===== config.mk =====
export PLATFORM = sky130hd
export DESIGN_NAME = epoch_seconds_to_calendar_unit
export DESIGN_NICKNAME = d
export VERILOG_FILES = /design/src/rtl/esc_pkg.sv /design/src/rtl/esc_datapath.sv /design/src/rtl/esc_ctrl.sv /design/src/rtl/epoch_seconds_to_calendar_unit.sv
export SDC_FILE = /design/constraint.sdc
export NUM_CORES = 1
export LEC_CHECK = 0
export BUFFER_PORTS_ARGS = -buffer_cell sky130_fd_sc_hd__buf_2
export CORE_MARGIN = 4
export CORE_UTILIZATION = 32
export DETAILED_ROUTE_END_ITERATION = 12
export SLEW_MARGIN = 20
export SYNTH_ARGS = -nofsm -noshare
export SYNTH_HDL_FRONTEND = slang
export SYNTH_SLANG_ARGS = --single-unit
export TNS_END_PERCENT = 100

===== constraint.sdc =====
create_clock -name i_clk -period 12.05 [get_ports i_clk]
set_input_delay 0.6025 -clock i_clk [delete_from_list [all_inputs] [get_ports i_clk]]
set_output_delay 0.6025 -clock i_clk [all_outputs]
set_load 0.01 [all_outputs]

===== src/rtl/esc_pkg.sv =====
// shared types, constants and the month-length table for the epoch to calendar unit
// no dependencies
`timescale 1ns / 1ps

package esc_pkg;

    localparam logic [31:0] LAST_VALID_SECOND = 32'd4102444799;
    localparam logic [31:0] SECS_PER_MINUTE   = 32'd60;
    localparam logic [31:0] SECS_PER_HOUR     = 32'd3600;
    localparam logic [31:0] SECS_PER_DAY      = 32'd86400;
    localparam logic [31:0] SECS_COMMON_YEAR  = 32'd31536000;
    localparam logic [31:0] SECS_LEAP_YEAR    = 32'd31622400;
    localparam logic [11:0] FIRST_YEAR        = 12'd1970;
    localparam logic [3:0]  LAST_MONTH        = 4'd11;

    // reciprocals for the odd factor of each divisor after the power of two is shifted out
    // day:    86400 = 2^7 * 675, ceil(2^28 / 675), exact for a 18-bit dividend
    // hour:   3600  = 2^4 * 225, ceil(2^21 / 225), exact for a 13-bit dividend
    // minute: 60    = 2^2 * 15,  ceil(2^14 / 15),  exact for a 10-bit dividend
    localparam logic [18:0] DAY_RECIP  = 19'd397683;
    localparam logic [13:0] HOUR_RECIP = 14'd9321;
    localparam logic [10:0] MIN_RECIP  = 11'd1093;

    typedef enum logic [2:0] {
        S_IDLE,
        S_YEAR,
        S_DAY,
        S_HOUR,
        S_MIN,
        S_MONTH,
        S_DONE
    } t_state;

    typedef enum logic [1:0] {
        DIV_DAY,
        DIV_HOUR,
        DIV_MIN
    } t_div_sel;

    typedef struct packed {
        logic     load;
        logic     year_step;
        logic     div_step;
        t_div_sel div_sel;
        logic     div_bit;    // 1: take quotient, 0: take off quotient times divisor
        logic     month_step;
        logic     finish;
    } t_dp_cmd;

    typedef struct packed {
        logic oor;
        logic year_done;
        logic month_done;
    } t_dp_status;

    function automatic logic [4:0] month_len(input logic [3:0] m, input logic leap);
        logic [4:0] len;
        begin
            unique case (m)
                4'd0:    len = 5'd31;
                4'd1:    len = leap ? 5'd29 : 5'd28;
                4'd2:    len = 5'd31;
                4'd3:    len = 5'd30;
                4'd4:    len = 5'd31;
                4'd5:    len = 5'd30;
                4'd6:    len = 5'd31;
                4'd7:    len = 5'd31;
                4'd8:    len = 5'd30;
                4'd9:    len = 5'd31;
                4'd10:   len = 5'd30;
                4'd11:   len = 5'd31;
                default: len = 5'd31;
            endcase
            return len;
        end
    endfunction

    function automatic logic [31:0] div_const(input t_div_sel sel);
        logic [31:0] d;
        begin
            unique case (sel)
                DIV_DAY:  d = SECS_PER_DAY;
                DIV_HOUR: d = SECS_PER_HOUR;
                DIV_MIN:  d = SECS_PER_MINUTE;
                default:  d = SECS_PER_DAY;
            endcase
            return d;
        end
    endfunction

endpackage


===== src/rtl/esc_datapath.sv =====
// datapath: seconds remainder, year counter, reciprocal dividers and month walk
// depends on esc_pkg
`timescale 1ns / 1ps

module esc_datapath import esc_pkg::*; (
    input  logic        i_clk,
    input  t_dp_cmd     i_cmd,
    output t_dp_status  o_status,
    input  logic [31:0] i_epoch_seconds,
    output logic [11:0] o_year,
    output logic [3:0]  o_month,
    output logic [4:0]  o_day_of_month,
    output logic [4:0]  o_hour,
    output logic [5:0]  o_minute,
    output logic        o_out_of_range
);

    logic [31:0] r_secs, n_secs;
    logic [11:0] r_year, n_year;
    logic        r_oor, n_oor;
    logic [8:0]  r_days, n_days;
    logic [4:0]  r_hour, n_hour;
    logic [5:0]  r_min, n_min;
    logic [3:0]  r_month, n_month;

    logic [11:0] r_o_year;
    logic [3:0]  r_o_month;
    logic [4:0]  r_o_day;
    logic [4:0]  r_o_hour;
    logic [5:0]  r_o_min;
    logic        r_o_oor;

    logic        leap;
    logic [31:0] year_len;
    logic [4:0]  mlen;
    logic [36:0] day_prod;
    logic [26:0] hour_prod;
    logic [20:0] min_prod;
    logic [8:0]  day_q;
    logic [4:0]  hour_q;
    logic [5:0]  min_q;
    logic [8:0]  div_quot;
    logic [31:0] div_back;

    assign leap     = (r_year[1:0] == 2'b00);
    assign year_len = leap ? SECS_LEAP_YEAR : SECS_COMMON_YEAR;
    assign mlen     = month_len(r_month, leap);

    // quotients by reciprocal multiply; the remainder is below one year, one day, one hour
    assign day_prod  = 37'(r_secs[24:7]) * 37'(DAY_RECIP);
    assign hour_prod = 27'(r_secs[16:4]) * 27'(HOUR_RECIP);
    assign min_prod  = 21'(r_secs[11:2]) * 21'(MIN_RECIP);
    assign day_q     = day_prod[36:28];
    assign hour_q    = hour_prod[25:21];
    assign min_q     = min_prod[19:14];

    // quotient taken last cycle, scaled back for the remainder
    always_comb begin
        unique case (i_cmd.div_sel)
            DIV_DAY:  div_quot = r_days;
            DIV_HOUR: div_quot = {4'd0, r_hour};
            DIV_MIN:  div_quot = {3'd0, r_min};
            default:  div_quot = r_days;
        endcase
    end

    assign div_back = 32'(div_quot) * div_const(i_cmd.div_sel);

    assign o_status.oor        = r_oor;
    assign o_status.year_done  = (r_secs < year_len);
    assign o_status.month_done = (r_days < {4'd0, mlen}) || (r_month >= LAST_MONTH);

    always_comb begin
        n_secs  = r_secs;
        n_year  = r_year;
        n_oor   = r_oor;
        n_days  = r_days;
        n_hour  = r_hour;
        n_min   = r_min;
        n_month = r_month;
        if (i_cmd.load) begin
            n_secs  = i_epoch_seconds;
            n_year  = FIRST_YEAR;
            n_oor   = (i_epoch_seconds > LAST_VALID_SECOND);
            n_days  = '0;
            n_hour  = '0;
            n_min   = '0;
            n_month = '0;
        end else if (i_cmd.year_step) begin
            n_secs = r_secs - year_len;
            n_year = r_year + 12'd1;
        end else if (i_cmd.div_step) begin
            // quotient first, then the remainder from it on the next cycle
            if (i_cmd.div_bit) begin
                unique case (i_cmd.div_sel)
                    DIV_DAY:  n_days = day_q;
                    DIV_HOUR: n_hour = hour_q;
                    DIV_MIN:  n_min  = min_q;
                    default:  n_days = r_days;
                endcase
            end else begin
                n_secs = r_secs - div_back;
            end
        end else if (i_cmd.month_step) begin
            n_days  = r_days - {4'd0, mlen};
            n_month = r_month + 4'd1;
        end
    end

    always_ff @(posedge i_clk) begin
        r_secs  <= n_secs;
        r_year  <= n_year;
        r_oor   <= n_oor;
        r_days  <= n_days;
        r_hour  <= n_hour;
        r_min   <= n_min;
        r_month <= n_month;
        if (i_cmd.finish) begin
            r_o_oor <= r_oor;
            if (r_oor) begin
                r_o_year  <= '0;
                r_o_month <= '0;
                r_o_day   <= '0;
                r_o_hour  <= '0;
                r_o_min   <= '0;
            end else begin
                r_o_year  <= r_year;
                r_o_month <= r_month + 4'd1;
                r_o_day   <= r_days[4:0] + 5'd1;
                r_o_hour  <= r_hour;
                r_o_min   <= r_min;
            end
        end
    end

    assign o_year         = r_o_year;
    assign o_month        = r_o_month;
    assign o_day_of_month = r_o_day;
    assign o_hour         = r_o_hour;
    assign o_minute       = r_o_min;
    assign o_out_of_range = r_o_oor;

endmodule


===== src/rtl/esc_ctrl.sv =====
// controller: sequences year, division and month phases and owns both handshakes
// depends on esc_pkg
`timescale 1ns / 1ps

module esc_ctrl import esc_pkg::*; (
    input  logic       i_clk,
    input  logic       i_rst_n,
    input  logic       i_in_valid,
    output logic       o_in_stall,
    output logic       o_out_valid,
    input  logic       i_out_stall,
    output t_dp_cmd    o_cmd,
    input  t_dp_status i_status
);

    t_state     r_state, n_state;
    logic       r_bit, n_bit;
    logic       r_out_valid, n_out_valid;

    always_ff @(posedge i_clk) begin
        if (!i_rst_n) begin
            r_state     <= S_IDLE;
            r_bit       <= '0;
            r_out_valid <= 1'b0;
        end else begin
            r_state     <= n_state;
            r_bit       <= n_bit;
            r_out_valid <= n_out_valid;
        end
    end

    always_comb begin
        n_state          = r_state;
        n_bit            = r_bit;
        o_cmd.load       = 1'b0;
        o_cmd.year_step  = 1'b0;
        o_cmd.div_step   = 1'b0;
        o_cmd.div_sel    = DIV_DAY;
        o_cmd.div_bit    = r_bit;
        o_cmd.month_step = 1'b0;
        o_cmd.finish     = 1'b0;

        unique case (r_state)
            S_IDLE: begin
                if (i_in_valid) begin
                    o_cmd.load = 1'b1;
                    n_state    = S_YEAR;
                end
            end
            S_YEAR: begin
                if (i_status.oor) begin
                    n_state = S_DONE;
                end else if (i_status.year_done) begin
                    n_bit   = 1'b1;
                    n_state = S_DAY;
                end else begin
                    o_cmd.year_step = 1'b1;
                end
            end
            S_DAY: begin
                o_cmd.div_step = 1'b1;
                o_cmd.div_sel  = DIV_DAY;
                if (r_bit == 1'b0) begin
                    n_bit   = 1'b1;
                    n_state = S_HOUR;
                end else begin
                    n_bit = 1'b0;
                end
            end
            S_HOUR: begin
                o_cmd.div_step = 1'b1;
                o_cmd.div_sel  = DIV_HOUR;
                if (r_bit == 1'b0) begin
                    n_bit   = 1'b1;
                    n_state = S_MIN;
                end else begin
                    n_bit = 1'b0;
                end
            end
            S_MIN: begin
                o_cmd.div_step = 1'b1;
                o_cmd.div_sel  = DIV_MIN;
                if (r_bit == 1'b0) begin
                    n_state = S_MONTH;
                end else begin
                    n_bit = 1'b0;
                end
            end
            S_MONTH: begin
                if (i_status.month_done) begin
                    n_state = S_DONE;
                end else begin
                    o_cmd.month_step = 1'b1;
                end
            end
            S_DONE: begin
                // output register free, or its word leaves this edge
                if (!r_out_valid || !i_out_stall) begin
                    o_cmd.finish = 1'b1;
                    n_state      = S_IDLE;
                end
            end
            default: n_state = S_IDLE;
        endcase

        priority if (o_cmd.finish) begin
            n_out_valid = 1'b1;
        end else if (r_out_valid && !i_out_stall) begin
            n_out_valid = 1'b0;
        end else begin
            n_out_valid = r_out_valid;
        end
    end

    assign o_in_stall  = (r_state != S_IDLE);
    assign o_out_valid = r_out_valid;

endmodule


===== src/rtl/epoch_seconds_to_calendar_unit.sv =====
// sequence from input word to result word: the year loop steps once per elapsed
// year (up to 129) and then checks, then reciprocal division (quotient, then
// remainder) for day, hour and minute, up to 11 month steps and a check, and a
// hand-off; an out of range word goes from the year check straight to hand-off
// throughput: one word at a time; the next input word is taken once the result
// is in the output register, which may still wait on the downstream stall
// reset: synchronous active-low i_rst_n returns the controller to idle and empties the output
`timescale 1ns / 1ps

module epoch_seconds_to_calendar_unit import esc_pkg::*; (
    input  logic        i_clk,
    input  logic        i_rst_n,
    // input channel
    input  logic        i_in_valid,
    output logic        o_in_stall,
    input  logic [31:0] i_epoch_seconds,
    // result channel
    output logic        o_out_valid,
    input  logic        i_out_stall,
    output logic [11:0] o_year,
    output logic [3:0]  o_month,
    output logic [4:0]  o_day_of_month,
    output logic [4:0]  o_hour,
    output logic [5:0]  o_minute,
    output logic        o_out_of_range
);

    // command and status between sequencer and datapath
    t_dp_cmd    cmd;
    t_dp_status status;

    // state machine: idle, year loop, three divisions, month walk, hand-off
    esc_ctrl u_ctrl (
        .i_clk       (i_clk),
        .i_rst_n     (i_rst_n),
        .i_in_valid  (i_in_valid),
        .o_in_stall  (o_in_stall),
        .o_out_valid (o_out_valid),
        .i_out_stall (i_out_stall),
        .o_cmd       (cmd),
        .i_status    (status)
    );

    // remainder register, counters and the result register
    esc_datapath u_dp (
        .i_clk           (i_clk),
        .i_cmd           (cmd),
        .o_status        (status),
        .i_epoch_seconds (i_epoch_seconds),
        .o_year          (o_year),
        .o_month         (o_month),
        .o_day_of_month  (o_day_of_month),
        .o_hour          (o_hour),
        .o_minute        (o_minute),
        .o_out_of_range  (o_out_of_range)
    );

endmodule


==> metrics.sh <==
SYNTH_AREA_PER_CELL_UM2=9.430
STARTPOINT_OF_THE_MOST_CRITICAL_HOLD_PATH='u_dp.r_min[1]'
POSTSYNTHREGISTERBITS=105
CLOCK_TREE.BUFFER_DEPTH=2
CTS-BUFFERS-INSERTED=9
FINAL_HOLD_VIOL_COUNT=0
PATH_COMMON_CELL='sky130_fd_sc_hd__inv_1'
WORST_EP_REQUIRED_TIME_PS=12240
FMAX_MHz=112.4
FILLCELLCOUNT=5649
CLK_LAT_WORST_SKEW_PS=370
GR-USAGE-ALL-LAYERS_PCT=16.09
CTSRESIZECOUNT=0
IO_PINS=71
PLACEMENT_ROWS=86
SYNTH.TOP_CELLS.BY_COUNT='389 x sky130_fd_sc_hd__ha_1, 384 x sky130_fd_sc_hd__inv_1, 195 x sky130_fd_sc_hd__fa_1, 92 x sky130_fd_sc_hd__nand2_1, 87 x sky130_fd_sc_hd__nor2_1'
YOSYS_WARNINGS=0
CHIPWIDTH_UM=244.4
MAX_CAPACITANCE_VIOLATION_TOTAL=0
WORST_CLOCK_SKEW_PS=14.89
POST-ROUTE-MIN-PERIOD_PS=8897
TIGHTESTPINTRANSITION_PS=1050
SETUP_VIOL_COUNT_FINAL=0
YOSYS-TOP-CELLS-AREA='sky130_fd_sc_hd__ha_1 27%, sky130_fd_sc_hd__fa_1 22%, sky130_fd_sc_hd__edfxtp_1 11%, sky130_fd_sc_hd__inv_1 8.1%, sky130_fd_sc_hd__dfxtp_1 4.6%'
CTS_TREE='done'
FINAL_MAX_SLEW_VIOL_COUNT=0
STARTPOINT_TYPE='flop'
WORST_SETUP_PATH_END_KIND='flop'
CRITPATHKIND='reg -> reg'
WORSTREG2REGEND='u_dp.r_secs[28]'
GRT_SETUP_UNREPAIRED='false'
DIEHEIGHT_UM=244.4
GRTUSAGEMET2_PCT=28.66
R2R-START='u_ctrl.r_state[2]'
YOSYSSEQAREASHARE_PCT=15.34
CTS_SINKS=105
CTS.HOLD.BUFFERS_ADDED=0
POST-SYNTH-TOP-COUNT-CELL='sky130_fd_sc_hd__ha_1'
DESIGN.DIE.AREA_MM2=0.05972
GR_MET3_DEMAND_RESOURCE_PCT=1.798
H-TREE-DEPTH=3
PLACEABLECOREAREA_MM2=0.05520
WORSTPATHARRIVAL_PS=9090
GRT_FIRST_PASS_WIRELENGTH_MM=76.80
INITIAL_UTILIZATION_PCT=32.39
GRT_OVERFLOW=0
GPL.FINAL_WEIGHTED_CONGESTION=0.9202
ROUTE.VIAS.TOTAL=13580
SYNTH_ENABLE_FLOP_CELLS=64
PLACEMENT.IO_BUFFERS=70
GLOBAL_ROUTE.PEAK_USAGE_LAYER='met2'
TIMING.FINAL.CRIT_SHARE_PCT=73.83
RUN_STATUS='finished, final reports clean'
FINAL_LAYOUT_SIZE_SUFFIX_GT1_SHARE_PCT=6.694
ANTENNA_NETS_POST_ROUTE=0
AREA_GROWTH_SYN_TO_LAYOUT_PCT=9.223
POST_SYNTH_INSTANCE_AREA_MM2=0.01788
DRT-VIAS-PER-INSTANCE=4.989
POST_SYNTH_INST_COUNT=1896
LAYOUT.NETS=2587
SYNTH_NETS=2516
TOTAL_ITERATIONS_OF_THE_FIRST_DETAILED_ROUTING_RUN=5
POSTCTSSETUPBUFFERS=0
CELL_DEPTH_OF_THE_WORST_FLOP_TO_FLOP_PATH=31
WORST_MIN_DELAY_PATH_CLASS='reg -> reg'
DP_HPWL_MM=40.16
ASYNC_SET_OR_RESET_FLOP_FRACTION_IN_THE_SYNTHESIZED_NETLIST_PCT=0
FIN_SETUP_TNS_PS=0
WORST_HOLD_PATH.NUM_CELLS=2
MAXSLEWHEADROOM_PCT=29.36
TIMING.HOLD.WORST_ENDPOINT='u_dp.r_min[1]'
WORST_PATH_MAX_DELAY_CELL='sky130_fd_sc_hd__a211oi_1'
CTS_ROOT_BUFFER='sky130_fd_sc_hd__clkbuf_16'
YOSYS.CELL_TYPES.COUNT=74
SYNTHFLOPTYPE='sky130_fd_sc_hd__edfxtp_1'
SYNTH_TOP_AREA_CELL='sky130_fd_sc_hd__ha_1'
CRITPATHMAXSTAGEDELAY_PS=780
WL_MM=47.31
FIRST_GLOBAL_VIAS=14240
REG2REG_SETUP_SLACK_PS=3150
CRIT_FANOUT=14
PIN_COUNT_OF_THE_BIGGEST_NET_ENTERING_GLOBAL_ROUTING=53
DRCVIOLATIONCOUNT=0
GRT_ANTENNA_BEFORE_REPAIR=4
MET1_USAGE_PCT=21.34
ROUTED_WIRE_LENGTH_PER_INSTANCE_UM=17.39
DRTITER0DRC=811
CTS.CLK_SLEW.WORST_PATHS_PS=80
SYNTHDOMINANTCELLAREASHARE_PCT=27.22
==> sequential cells by signal, summed over array words and instances, names as in the netlist, 3 cells and up <==
register	flops
u_dp.r_secs	30
u_dp.o_year	12
u_dp.r_year	12
u_dp.r_days	9
u_dp.o_minute	6
u_dp.r_min	6
u_dp.o_day_of_month	5
u_dp.o_hour	5
u_dp.r_hour	5
u_dp.o_month	4
u_dp.r_month	4
u_ctrl.r_state	3
==> worst max-delay path, delay by kind of cell, from the launching register on <==
family	cells	cell delay, ps
compound gates	7	2030
xor+xnor	1	150
fa+ha+maj	7	3140
buf+inv	8	860
flops	1	510
simple gates	8	2010
==> how the worst max path moves through the flow <==
stage / start / endpoint / cells after the start
finish: u_ctrl.r_state[2] / u_dp.r_secs[28] / 31
global route: u_ctrl.r_state[2] / u_dp.r_secs[30] / 31
CTS: u_ctrl.r_state[2] / u_dp.r_secs[28] / 29
detailed placement: u_ctrl.r_state[2] / u_dp.r_secs[30] / 29
global placement: u_ctrl.r_state[2] / u_dp.r_secs[30] / 29
floorplan: u_ctrl.r_state[2] / u_dp.r_secs[30] / 32
==> cell type report <==
cell class	instances	area, µm²	area share (%)
Multi-Input combinational cell	1375	13580	69.55
Sequential cell	105	2743	14.04
Inverter	385	1445	7.400
Tap cell	748	935.9	4.792
Timing Repair Buffer	91	508.0	2.601
Clock buffer	10	250.2	1.281
Clock inverter	6	62.56	0.3203
Antenna cell	1	2.502	0.01281
==> placed cells by master, fill, tap and decap left out, types with 44 or more instances in the layout <==
cell type and n:
sky130_fd_sc_hd__ha_1 389, sky130_fd_sc_hd__inv_1 384, sky130_fd_sc_hd__fa_1 195, sky130_fd_sc_hd__nand2_1 92
sky130_fd_sc_hd__nor2_1 87, sky130_fd_sc_hd__a21oi_1 81, sky130_fd_sc_hd__o21ai_0 75, sky130_fd_sc_hd__buf_2 70
sky130_fd_sc_hd__edfxtp_1 64, sky130_fd_sc_hd__xnor2_1 44
==> cell families (layout without fill, tap and decap cells) <==
group           count (synthesis)  after routing  share of synthesized area [%]
compound gates                331            331                          12.19
simple gates                  375            375                          10.48
other cells                     0              1                              0
flops                         105            105                          15.34
fa+ha+maj                     584            584                          49.06
mux                             3              3                         0.1749
xor+xnor                       82             82                          4.017
buf+inv                       416            492                          8.747
==> metal layers <==
metal  vias up  routed length [µm]  part of all wire [%]
met3        46                2260                   4.8
met5         -                  36                 0.076
li1       6551                   -                     -
met4         6                 677                   1.4
met2       275               23420                    50
met1      6698               20910                    44
==> per-stage QoR <==
step	util [%]	instance area (µm²)	setup WS [ps]	std cells	hold slack, ps
after detailed placement	34.81	19210	3249	2704	481.8
final	35.38	19530	3153	2721	507.2
after global routing	35.37	19530	2382	2720	516.2
after floorplan	-	17880	3957	1896	440.0
after CTS	35.37	19530	3206	2720	491.8
after global placement	34.81	19210	3406	2704	483.1
Power is not shown: default switching activity piles up to over one toggle a cycle in this logic, so the estimate is an artifact.
